**src/sfr_pkg.sv**
```systemverilog
package sfr_pkg;

   localparam logic [7:0] HEAD_FIRST  = 8'hFA;
   localparam logic [7:0] HEAD_SECOND = 8'hFB;
   localparam logic [7:0] TAIL_FIRST  = 8'hFC;
   localparam logic [7:0] TAIL_SECOND = 8'hFD;

   localparam logic [7:0] MIN_LENGTH  = 8'd2;

   localparam logic [2:0] ST_OK   = 3'd0;
   localparam logic [2:0] ST_HEAD = 3'd1;
   localparam logic [2:0] ST_TAIL = 3'd2;
   localparam logic [2:0] ST_SUM  = 3'd3;
   localparam logic [2:0] ST_LEN  = 3'd4;

   localparam logic KIND_DATA   = 1'b0;
   localparam logic KIND_REPORT = 1'b1;

   localparam int RSP_DATA_W = 32;

   typedef struct packed {
      logic       item_kind;
      logic [7:0] command;
      logic [7:0] payload_index;
      logic [7:0] payload_byte;
      logic [2:0] frame_status;
      logic       is_last;
   } sfr_result_type;

endpackage

```
**src/sensor_frame_receiver_top.sv**
```systemverilog
// Sensor frame receiver.
// req_* carries received bytes, one per item. Frames are
//   FA FB LEN CMD DATA[LEN-2] SUM FC FD
// with SUM the 8-bit wrapping sum of CMD and DATA. While hunting, bytes other
// than FA are dropped. Each data byte leaves on rsp_* as a payload item
// (tuser 0) with its index; the last tail byte gives one report (tuser 1,
// tlast 1) with the command and status: ok, head, tail, checksum or length.
// A length byte below 2 reports at once. After an ok report the next byte is
// taken as a head byte; after any error the block hunts again.
// Throughput: one byte per cycle while req_tready is high. A result is
// registered into the output register, or into the skid entry when the
// output is stalled, together with the frame state update for its byte.
// A two-entry output buffer (output register plus skid) lets input continue
// while one result waits; req_tready drops only when both entries are full,
// and items are never dropped while the receiver stalls.
// Reset (synchronous) empties the buffer and returns the block to hunting.
module sensor_frame_receiver_top (
   input  logic                            clock,
   input  logic                            reset,
   input  logic                            req_tvalid,
   output logic                            req_tready,
   input  logic [7:0]                      req_tdata,  // [7:0] rx_byte
   output logic                            rsp_tvalid,
   input  logic                            rsp_tready,
   // [7:0] command, [15:8] payload_index, [23:16] payload_byte,
   // [26:24] frame_status, [31:27] zero
   output logic [sfr_pkg::RSP_DATA_W-1:0]  rsp_tdata,
   output logic                            rsp_tuser,  // [0] item_kind
   output logic                            rsp_tlast   // is_last
);
   import sfr_pkg::*;

   logic           accept;
   logic           rslt_valid;
   sfr_result_type rslt;
   logic           push;
   logic           pop;

   logic           out_valid_ff, out_valid_in;
   logic           skid_valid_ff, skid_valid_in;
   sfr_result_type out_ff, out_in;
   sfr_result_type skid_ff, skid_in;

   assign req_tready = !skid_valid_ff;
   assign accept     = req_tvalid && req_tready;

   sfr_deframer u_deframer (
      .clock      (clock),
      .reset      (reset),
      .in_valid   (accept),
      .in_byte    (req_tdata),
      .rslt_valid (rslt_valid),
      .rslt       (rslt)
   );

   assign push = rslt_valid;
   assign pop  = out_valid_ff && rsp_tready;

   always_comb begin
      out_valid_in  = out_valid_ff;
      skid_valid_in = skid_valid_ff;
      out_in        = out_ff;
      skid_in       = skid_ff;
      if (pop && skid_valid_ff) begin
         // no push possible here: input is held off while skid is full
         out_in        = skid_ff;
         skid_valid_in = 1'b0;
      end else if (pop || !out_valid_ff) begin
         out_valid_in = push;
         out_in       = rslt;
      end else if (push) begin
         skid_valid_in = 1'b1;
         skid_in       = rslt;
      end
   end

   always_ff @(posedge clock) begin
      if (reset) begin
         out_valid_ff  <= 1'b0;
         skid_valid_ff <= 1'b0;
      end else begin
         out_valid_ff  <= out_valid_in;
         skid_valid_ff <= skid_valid_in;
      end
      out_ff  <= out_in;
      skid_ff <= skid_in;
   end

   assign rsp_tvalid = out_valid_ff;
   assign rsp_tdata  = {{(RSP_DATA_W - 27){1'b0}}, out_ff.frame_status,
                        out_ff.payload_byte, out_ff.payload_index, out_ff.command};
   assign rsp_tuser  = out_ff.item_kind;
   assign rsp_tlast  = out_ff.is_last;

   a_skid_behind_out: assert property (@(posedge clock) disable iff (reset)
      skid_valid_ff |-> out_valid_ff)
      else $error("skid entry held with empty output register");

   a_stall_keeps_item: assert property (@(posedge clock) disable iff (reset)
      out_valid_ff && !rsp_tready |=> out_valid_ff)
      else $error("stalled item lost from output register");

   a_skid_drains: assert property (@(posedge clock) disable iff (reset)
      pop && skid_valid_ff |=> out_valid_ff && !skid_valid_ff)
      else $error("skid entry not moved to output register");

endmodule

```
**src/sfr_deframer.sv**
```systemverilog
module sfr_deframer (
   input  logic                   clock,
   input  logic                   reset,
   input  logic                   in_valid,
   input  logic [7:0]             in_byte,
   output logic                   rslt_valid,
   output sfr_pkg::sfr_result_type rslt
);
   import sfr_pkg::*;

   localparam logic [2:0] PH_HEAD0 = 3'd0;
   localparam logic [2:0] PH_HEAD1 = 3'd1;
   localparam logic [2:0] PH_LEN   = 3'd2;
   localparam logic [2:0] PH_CMD   = 3'd3;
   localparam logic [2:0] PH_DATA  = 3'd4;
   localparam logic [2:0] PH_SUM   = 3'd5;
   localparam logic [2:0] PH_TAIL0 = 3'd6;
   localparam logic [2:0] PH_TAIL1 = 3'd7;

   logic       synced_ff, synced_in;
   logic [2:0] phase_ff, phase_in;
   logic [7:0] frame_length_ff, frame_length_in;
   logic [7:0] byte_count_ff, byte_count_in;
   logic [7:0] running_sum_ff, running_sum_in;
   logic [7:0] received_sum_ff, received_sum_in;
   logic [7:0] command_ff, command_in;
   logic       head_ok_ff, head_ok_in;
   logic       tail_ok_ff, tail_ok_in;

   always_comb begin
      synced_in       = synced_ff;
      phase_in        = phase_ff;
      frame_length_in = frame_length_ff;
      byte_count_in   = byte_count_ff;
      running_sum_in  = running_sum_ff;
      received_sum_in = received_sum_ff;
      command_in      = command_ff;
      head_ok_in      = head_ok_ff;
      tail_ok_in      = tail_ok_ff;
      rslt_valid      = 1'b0;
      rslt            = '0;
      if (in_valid) begin
         unique case (phase_ff)
            PH_HEAD0: begin
               // while hunting, anything but the first head byte is dropped
               if (synced_ff || in_byte == HEAD_FIRST) begin
                  synced_in  = 1'b1;
                  head_ok_in = (in_byte == HEAD_FIRST);
                  phase_in   = PH_HEAD1;
               end
            end
            PH_HEAD1: begin
               head_ok_in = head_ok_ff && (in_byte == HEAD_SECOND);
               phase_in   = PH_LEN;
            end
            PH_LEN: begin
               frame_length_in = in_byte;
               if (in_byte < MIN_LENGTH) begin
                  rslt_valid        = 1'b1;
                  rslt.item_kind    = KIND_REPORT;
                  rslt.frame_status = head_ok_ff ? ST_LEN : ST_HEAD;
                  rslt.is_last      = 1'b1;
                  synced_in         = 1'b0;
                  phase_in          = PH_HEAD0;
               end else begin
                  phase_in = PH_CMD;
               end
            end
            PH_CMD: begin
               command_in     = in_byte;
               running_sum_in = in_byte;
               byte_count_in  = '0;
               phase_in       = (frame_length_ff == MIN_LENGTH) ? PH_SUM : PH_DATA;
            end
            PH_DATA: begin
               rslt_valid         = 1'b1;
               rslt.item_kind     = KIND_DATA;
               rslt.command       = command_ff;
               rslt.payload_index = byte_count_ff;
               rslt.payload_byte  = in_byte;
               rslt.frame_status  = ST_OK;
               running_sum_in     = running_sum_ff + in_byte;
               byte_count_in      = byte_count_ff + 8'd1;
               if (byte_count_in >= frame_length_ff - MIN_LENGTH) begin
                  phase_in = PH_SUM;
               end
            end
            PH_SUM: begin
               received_sum_in = in_byte;
               phase_in        = PH_TAIL0;
            end
            PH_TAIL0: begin
               tail_ok_in = (in_byte == TAIL_FIRST);
               phase_in   = PH_TAIL1;
            end
            PH_TAIL1: begin
               tail_ok_in     = tail_ok_ff && (in_byte == TAIL_SECOND);
               rslt_valid     = 1'b1;
               rslt.item_kind = KIND_REPORT;
               rslt.command   = command_ff;
               rslt.is_last   = 1'b1;
               if (!head_ok_ff) begin
                  rslt.frame_status = ST_HEAD;
               end else if (!tail_ok_in) begin
                  rslt.frame_status = ST_TAIL;
               end else if (received_sum_ff != running_sum_ff) begin
                  rslt.frame_status = ST_SUM;
               end else begin
                  rslt.frame_status = ST_OK;
               end
               // only a clean frame lets the next one start without hunting
               synced_in = (rslt.frame_status == ST_OK);
               phase_in  = PH_HEAD0;
            end
         endcase
      end
   end

   always_ff @(posedge clock) begin
      if (reset) begin
         synced_ff       <= 1'b0;
         phase_ff        <= PH_HEAD0;
         frame_length_ff <= '0;
         byte_count_ff   <= '0;
         running_sum_ff  <= '0;
         received_sum_ff <= '0;
         command_ff      <= '0;
         head_ok_ff      <= 1'b0;
         tail_ok_ff      <= 1'b0;
      end else begin
         synced_ff       <= synced_in;
         phase_ff        <= phase_in;
         frame_length_ff <= frame_length_in;
         byte_count_ff   <= byte_count_in;
         running_sum_ff  <= running_sum_in;
         received_sum_ff <= received_sum_in;
         command_ff      <= command_in;
         head_ok_ff      <= head_ok_in;
         tail_ok_ff      <= tail_ok_in;
      end
   end

   a_report_rehunts: assert property (@(posedge clock) disable iff (reset)
      rslt_valid && rslt.is_last |=> phase_ff == PH_HEAD0)
      else $error("phase did not return to first head byte after a report");

   a_error_clears_sync: assert property (@(posedge clock) disable iff (reset)
      rslt_valid && rslt.is_last && rslt.frame_status != ST_OK |=> !synced_ff)
      else $error("sync kept after a failed frame");

   a_data_in_range: assert property (@(posedge clock) disable iff (reset)
      rslt_valid && rslt.item_kind == KIND_DATA
         |-> byte_count_ff < frame_length_ff - MIN_LENGTH)
      else $error("payload index beyond frame length");

endmodule
```
**config.mk**
```make
export PLATFORM = sky130hd
export DESIGN_NAME = sensor_frame_receiver_top
export DESIGN_NICKNAME = d
export VERILOG_FILES = /design/src/sfr_pkg.sv /design/src/sensor_frame_receiver_top.sv /design/src/sfr_deframer.sv
export SDC_FILE = /design/constraint.sdc
export NUM_CORES = 1
export LEC_CHECK = 0
export CAP_MARGIN = 20
export CORE_ASPECT_RATIO = 1.25
export CORE_MARGIN = 5
export CORE_UTILIZATION = 45
export DETAILED_ROUTE_END_ITERATION = 16
export DONT_BUFFER_PORTS = 1
export PLACE_DENSITY = 0.72
export SYNTH_ARGS = -nofsm -noshare
export SYNTH_HDL_FRONTEND = slang
export SYNTH_SLANG_ARGS = --single-unit
```
**constraint.sdc**
```tcl
create_clock -name clock -period 3.6 [get_ports clock]
set_input_delay 0.18 -clock clock [delete_from_list [all_inputs] [get_ports clock]]
set_output_delay 0.18 -clock clock [all_outputs]
set_load 0.02 [all_outputs]
```
==> flow_summary_export.csv, run 1 <==
group,metric,value,unit
status,status,"finished, final reports clean",
pwr,peakVddDrop,0.000177,V
synthesis,avgSynthCellArea,10.4,um2
global_route,gr-usage-met2,26.7,%
synthesis,syn_inst,482,
detailed_routing,routed_wl,10.4,mm
synthesis,ys_warn_count,0,
synthesis,synthesis.area,0.00502,mm2
min_path,holdPathStages,2,
critical_path,r2r_slack,1.16,ns
critical_path,reg2regPathDepth,5,
floorplan,dieArea,0.0134,mm2
floorplan,start_util,45.6,%
final_layout,diodes,0,
placed_design,placed_cell_area,0.00509,mm2
critical_path,path_class,"flop to flop",
synthesis,async_reset_ff_share,0,%
clocking,cts_tree,"yes",
critical_path,worst_path_most_repeated_cell,"nand3_1",
pwr,p_leak,2.51,nW
synthesis,yosys-top-cells-count,"67 x nor2_1, 56 x edfxtp_1, 48 x dfxtp_1",
detailed_routing,ant_nets,0,
floorplan,coreArea,0.0110,mm2
detailed_routing,first_pass_iters,5,
critical_path,worstPathRequired,3.88,ns
synthesis,ys_ff_latch,104,
final_layout,area_growth,9.16,%
clocking,root_buffer,"clkbuf_16",
floorplan,ios,48,
critical_path,critical_path_peak_fanout,16,
synthesis,synth-edff-count,56,
global_route,grt_pass1_wl,17.1,mm
placed_design,gp_congestion,0.885,
sta,finalCriticalPeriod,2.44,ns
placed_design,dp_hpwl,6.87,mm
clocking,numCtsBuffers,9,
placed_design,place_inst,593,
floorplan,rows,43,
placed_design,port_buffers,0,
critical_path,reg2reg_to,"skid_valid_ff",
min_path,hp-class,"primary input to flop",
sta,hold_violations,0,
global_route,top_usage_layer,"met2",
critical_path,critPathSlowestCell,"or3b_1",
sta,fin_tns_setup,0,ns
sta,slew_violations,0,
synthesis,synth.largest_area_cell,"edfxtp_1",
global_route,gr-total-overflow,0,
global_route,grt_pass1_vias,3434,
detailed_routing,drc_errors,0,
synthesis,synth_top_cell_area_share,33.5,%
clocking,cts.sinks,104,
sta,fmax,409,MHz
sta,tightest_slew,1.06,ns
global_route,grt_start_max_net_pins,48,
detailed_routing,post_drt_wl_per_cell,16.8,um
detailed_routing,via_per_inst,5.62,
job,drv_cap,0,
critical_path,cp-end-kind,"flop",
critical_path,critPathMaxStageDelay,0.66,ns
floorplan,dieWidth,105,um
global_route,antenna_found_initial,0,
sta,grt_setup_unrepaired,"false",
synthesis,ys_top_cells_by_area,"edfxtp_1 33%, dfxtp_1 19%, nor2_1 5.0%, a21o_1 4.5%, ha_1 4.2%",
critical_path,r2r-start,"u_deframer.phase_ff[2]",
global_route,use_met3,3.73,%
pwr,power.density,443,mW/mm2
sta,finClkSkew,0.00663,ns
floorplan,die_y,128,um
sta,fin_crit_sh,67.9,%
synthesis,synth.distinct_cells,55,
final_layout,fin_nets,509,
critical_path,worst_setup_path_start_kind,"flop",
critical_path,crit_family,"simple AND/OR/NAND/NOR gates",
detailed_routing,drt-initial-drc-count,292,
global_route,grt.met1_usage,19.3,%
min_path,hp-start,"req_tdata[7]",
clocking,clk_latency,0.34,ns
critical_path,cp_num_buf_inv,1,
synthesis,synthMostInstantiatedCell,"nor2_1",
final_layout,final_cells,619,
clocking,cts_htree_levels,3,
final_layout,layout-drive-gt1-share,6.40,%
sta,relSlewSlack,29.4,%
critical_path,cp_cell_sequence,"or3b_1 -> nand3_1 -> nand3_1 -> a221oi_2 -> dlygate4sd3_1",
critical_path,arrival,2.73,ns
final_layout,postLayoutCellArea,0.00549,mm2
detailed_routing,via_count,3481,
sta,setup_viol,0,
synthesis,yosysSeqAreaShare,52.6,%
clocking,cts_buffer_depth,2,
clocking,cts.reportedPaths.clkPinSlew,0.07,ns
synthesis,synth-main-ff-cell,"edfxtp_1",
min_path,worstHoldEndpoint,"u_deframer.running_sum_ff[7]",
global_route,grtUsageTotal,15.9,%
==> repair_timing <==
action                                 CTS  global route
buffers inserted                         0             0
resized for setup                        0             0
endpoints found under the hold margin   47             0
hold buffers                            10             0
==> power breakdown <==
| group | internal [mW] | total, mW | switching, mW |
|---|---|---|---|
| sequential | 1.26 | 1.29 | 0.0347 |
| combinational | 0.0832 | 0.190 | 0.107 |
| clock | 0.543 | 0.949 | 0.406 |
==> stage by stage <==
step                total power, mW  hold WS [ns]  setup WS (ns)  util [%]
detailed placement             1.48         0.260           1.28      46.1
global placement               1.47         0.258           1.30      46.1
CTS                            2.45        0.0153           1.24      49.7
global route                   2.53        0.0361          0.989      49.7
finish                         2.43        0.0282           1.16      49.7
floorplan                      1.46         0.275          0.692         -
==> cell families after synthesis <==
kind of cell	count (synthesis)	share of synthesized area (%)
AND/OR/NAND/NOR	177	17.6
flip-flops	104	52.6
AO/OA/AOI/OAI	98	13.4
buffers and inverters	42	3.83
XOR/XNOR	21	3.66
multiplexers	21	4.18
adder cells (fa/ha/maj)	18	4.63
other	1	0.0746
==> worst max-delay path by stage <==
stage	depth (start not counted)	startpoint	slack [ns]	end
detailed placement	7	u_deframer.phase_ff[0]	1.28	u_deframer.running_sum_ff[7]
global placement	7	u_deframer.phase_ff[0]	1.30	u_deframer.running_sum_ff[7]
CTS	5	u_deframer.phase_ff[2]	1.24	skid_valid_ff
floorplan	2	rsp_tvalid	0.69	skid_ff[10]
finish	5	u_deframer.phase_ff[2]	1.16	skid_valid_ff
global route	7	u_deframer.phase_ff[0]	0.99	u_deframer.running_sum_ff[7]
==> flip-flops by register name, indices dropped and copies added (netlist names), 3 cells and up <==
name / flops
skid_ff: 28
rsp_tdata: 27
u_deframer.byte_count_ff: 8
u_deframer.command_ff: 8
u_deframer.frame_length_ff: 8
u_deframer.received_sum_ff: 8
u_deframer.running_sum_ff: 8
u_deframer.phase_ff: 3
==> worst reg2reg max path, stage by stage (launching register included) <==
cell and delay, ns:
dfxtp_1 0.57, or3b_1 0.66, nand3_1 0.23, nand3_1 0.11, a221oi_2 0.24, dlygate4sd3_1 0.58
==> cells in the final DEF, fill, tap and decap left out, types with 2 or more instances in the layout <==
cell type / count
nor3_1: 13
nor4_1: 4
xor2_1: 6
nor2_1: 66
dlygate4sd3_1: 9
clkbuf_1: 3
a311oi_1: 2
nand4_1: 4
a21oi_1: 28
nand3_1: 12
ha_1: 17
dfxtp_1: 48
a22oi_1: 3
inv_1: 10
a211oi_1: 6
o21bai_1: 4
and3_1: 16
nand2_1: 25
and2_1: 8
or3_1: 6
conb_1: 5
o21a_1: 2
edfxtp_1: 56
o211ai_1: 3
buf_4: 4
nor2b_1: 3
clkbuf_16: 9
xnor2_1: 15
mux2i_1: 21
o21ai_0: 10
nand2b_1: 5
a21o_1: 30
and3b_1: 2
inv_6: 2
==> metal layers <==
| layer | part of all wire [%] | vias up | routed length, um |
|---|---|---|---|
| met1 | 43 | 1639 | 4430 |
| met5 | 0 | - | 0 |
| met4 | 3.1 | 0 | 323 |
| met3 | 5.9 | 24 | 615 |
| li1 | - | 1709 | - |
| met2 | 48 | 109 | 5030 |
==> area by class of cell <==
class / instances / area [um2]
tap: 135 / 169
timing repair buffer: 14 / 140
sequential: 104 / 2640
fill: 946 / 5540
multi-input combinational: 340 / 2210
clock inverter: 4 / 52.6
clock buffer: 12 / 236
inverter: 10 / 37.5
No activity file was read; power rests on OpenSTA's default activity.
==> run 2: changes to the inputs <==
--- a/config.mk
+++ b/config.mk
@@ -5,6 +5,7 @@
 export SDC_FILE = /design/constraint.sdc
 export NUM_CORES = 1
 export LEC_CHECK = 0
+export ABC_AREA = 1
 export CAP_MARGIN = 20
 export CORE_ASPECT_RATIO = 1.25
 export CORE_MARGIN = 5
==> constraint.sdc (replaced) <==
create_clock -name clock -period 2.5 [get_ports clock]
set_input_delay 0.125 -clock clock [delete_from_list [all_inputs] [get_ports clock]]
set_output_delay 0.125 -clock clock [all_outputs]
set_load 0.02 [all_outputs]
==> flow_summary_export.csv, run 2 <==
group,metric,value,unit
status,status,"finished, final reports clean",
synthesis,synth-main-ff-cell,"edfxtp_1",
synthesis,synthAdderAreaFrac,4.55,%
floorplan,ios,48,
floorplan,dieWidth,105,um
critical_path,critical_path_peak_fanout,6,
floorplan,die_y,129,um
final_layout,area_growth,9.85,%
synthesis,yosysSeqAreaShare,51.6,%
clocking,cts_buffer_depth,2,
pwr,p_leak,2.43,nW
final_layout,diodes,0,
synthesis,synth.distinct_cells,34,
synthesis,synthMuxAreaShare,0,%
clocking,cts_htree_levels,3,
critical_path,arrival,2.47,ns
synthesis,synthMostInstantiatedCell,"nand2_1",
sta,holdWs,0.0327,ns
clocking,post-cts-setup-buffers,0,
final_layout,final_common_cell,"nand2_1",
global_route,grtUsageTotal,16.2,%
sta,fin_tns_setup,0,ns
final_layout,layout_common_cells,"124 x nand2_1, 64 x inv_1, 56 x edfxtp_1, 53 x o21ai_0, 52 x nor2_1",
sta,fin_crit_sh,89.0,%
final_layout,fill_cells,1023,
detailed_routing,drt-initial-drc-count,246,
placed_design,port_buffers,0,
placed_design,gp_congestion,0.865,
clocking,numCtsBuffers,9,
sta,tightest_slew,1.01,ns
detailed_routing,ant_nets,0,
synthesis,syn_inst,590,
critical_path,cp-end-kind,"flop",
detailed_routing,first_pass_iters,4,
sta,hold_violations,0,
floorplan,rows,43,
synthesis,avgSynthCellArea,8.68,um2
synthesis,yosys-top-cells-count,"125 x nand2_1, 64 x inv_1, 56 x edfxtp_1",
synthesis,synthSimpleGateAreaFrac,20.1,%
synthesis,ys_top_cells_by_area,"edfxtp_1 33%, dfxtp_1 19%, nand2_1 9.2%, o21ai_0 5.2%, inv_1 4.7%",
clocking,cts.sinks,104,
critical_path,worstPathRequired,2.75,ns
detailed_routing,post_drt_wl_per_cell,14.4,um
synthesis,synth.largest_area_cell,"edfxtp_1",
clocking,cts_tree,"yes",
detailed_routing,drc_errors,0,
final_layout,multi_input_area,0.00210,mm2
final_layout,top_register,"skid_ff",
min_path,hp-class,"primary input to flop",
sta,setup_viol,0,
pwr,peakVddDrop,0.000303,V
clocking,cts.reportedPaths.clkPinSlew,0.07,ns
final_layout,fin_nets,627,
job,drv_cap,0,
synthesis,ys_ff_latch,104,
global_route,gr-total-overflow,0,
synthesis,synth_xor_area_share,3.25,%
final_layout,seq_area,0.00265,mm2
final_layout,layout-drive-gt1-share,7.97,%
global_route,grt_pass1_wl,17.6,mm
synthesis,ys_warn_count,0,
detailed_routing,via_count,3867,
floorplan,dieArea,0.0136,mm2
global_route,grt_pass1_vias,3667,
synthesis,async_reset_ff_share,0,%
synthesis,synth_top_family_by_area,"simple AND/OR/NAND/NOR gates",
floorplan,start_util,46.0,%
critical_path,path_class,"flop to flop",
global_route,antenna_found_initial,0,
detailed_routing,routed_wl,10.6,mm
sta,relSlewSlack,32.6,%
global_route,grt_start_max_net_pins,38,
clocking,clk_latency,0.36,ns
placed_design,dp_hpwl,7.66,mm
sta,finalCriticalPeriod,2.22,ns
critical_path,worst_setup_path_start_kind,"flop",
floorplan,coreArea,0.0111,mm2
detailed_routing,via_per_inst,5.25,
sta,grt_setup_unrepaired,"false",
sta,fmax,449,MHz
pwr,power.density,738,mW/mm2
synthesis,synthesis.area,0.00512,mm2
synthesis,synth_compound_area_share,12.4,%
final_layout,largest_reg_flops,28,
synthesis,synth_top_cell_area_share,32.9,%
clocking,root_buffer,"clkbuf_16",
sta,slew_violations,0,
synthesis,synth-edff-count,56,
sta,finClkSkew,0.0107,ns
==> run 2: power breakdown <==
group	internal, mW	switching, mW
logic	0.275	0.446
registers	1.86	0.0849
clock network	0.809	0.677
==> run 2: area by class of cell <==
cell class              count  area share (%)
flip-flops and latches    104            47.1
multi-input cells         398            37.3
inverters                  70            4.67
clock buffers               9            4.01
well taps                 135            3.00
repair buffers             14            2.18
clock inverters             7            1.71
==> run 2: worst paths after layout <==
path / from / endpoint / slack, ns / depth (start not counted)
worst max-delay path: u_deframer.byte_count_ff[0] / u_deframer.phase_ff[0] / 0.28 / 15
worst min-delay path: req_tdata[5] / u_deframer.command_ff[5] / 0.03 / 2
worst max register to register: u_deframer.byte_count_ff[0] / u_deframer.phase_ff[0] / 0.28 / 15
worst min register to register: u_deframer.byte_count_ff[0] / u_deframer.byte_count_ff[0] / 0.47 / 1
==> run 2: per-layer routing <==
| layer | wire (um) | global-route usage (%) | vias to the layer above |
|---|---|---|---|
| li1 | - | - | 1956 |
| met1 | 4660 | 19.7 | 1811 |
| met2 | 5210 | 27.7 | 85 |
| met3 | 531 | 3.29 | 15 |
| met4 | 210 | 7.57 | 0 |
| met5 | 0 | 0 | - |
==> run 2: cell families (layout without fill, tap and decap cells) <==
| kind of cell | Yosys count | in the layout |
|---|---|---|
| AOI/OAI and AO/OA | 118 | 118 |
| xor gates and xnor gates | 19 | 19 |
| adders and majority gates | 18 | 18 |
| buffers and inverters | 92 | 100 |
| DFF | 104 | 104 |
| other | 1 | 5 |
| and+or+nand+nor | 238 | 238 |
==> run 2: per-stage QoR <==
| step | utilization, % | area [um2] | total power [mW] | worst slack [ns] | instances |
|---|---|---|---|---|---|
| floorplan | - | 5130 | 2.57 | 0.0752 | 594 |
| global placement | 46.8 | 5210 | 2.64 | 0.334 | 714 |
| detailed placement | 46.8 | 5210 | 2.68 | 0.202 | 714 |
| CTS | 50.3 | 5600 | 4.18 | 0.197 | 737 |
| global route | 50.5 | 5620 | 4.37 | 0.0245 | 737 |
| finish | 50.5 | 5620 | 4.15 | 0.275 | 737 |
==> run 2: critical path, stage by stage (launching register included) <==
cell and delay (ns):
dfxtp_4 0.37, ha_1 0.17, nand2_1 0.06, inv_1 0.07, nand2_1 0.08, nor3_2 0.20, xor2_1 0.24, ha_1 0.31
nand4_1 0.12, nand2_1 0.07, nor2_2 0.11, nand2_2 0.07, nand2_2 0.09, nand2_1 0.05, nand2_1 0.06, nor2_1 0.06
==> run 2: repair_timing <==
action	CTS	global route
hold endpoints to repair	16	0
resized for setup	0	7
hold buffers	7	0
endpoints found under the setup margin	0	2
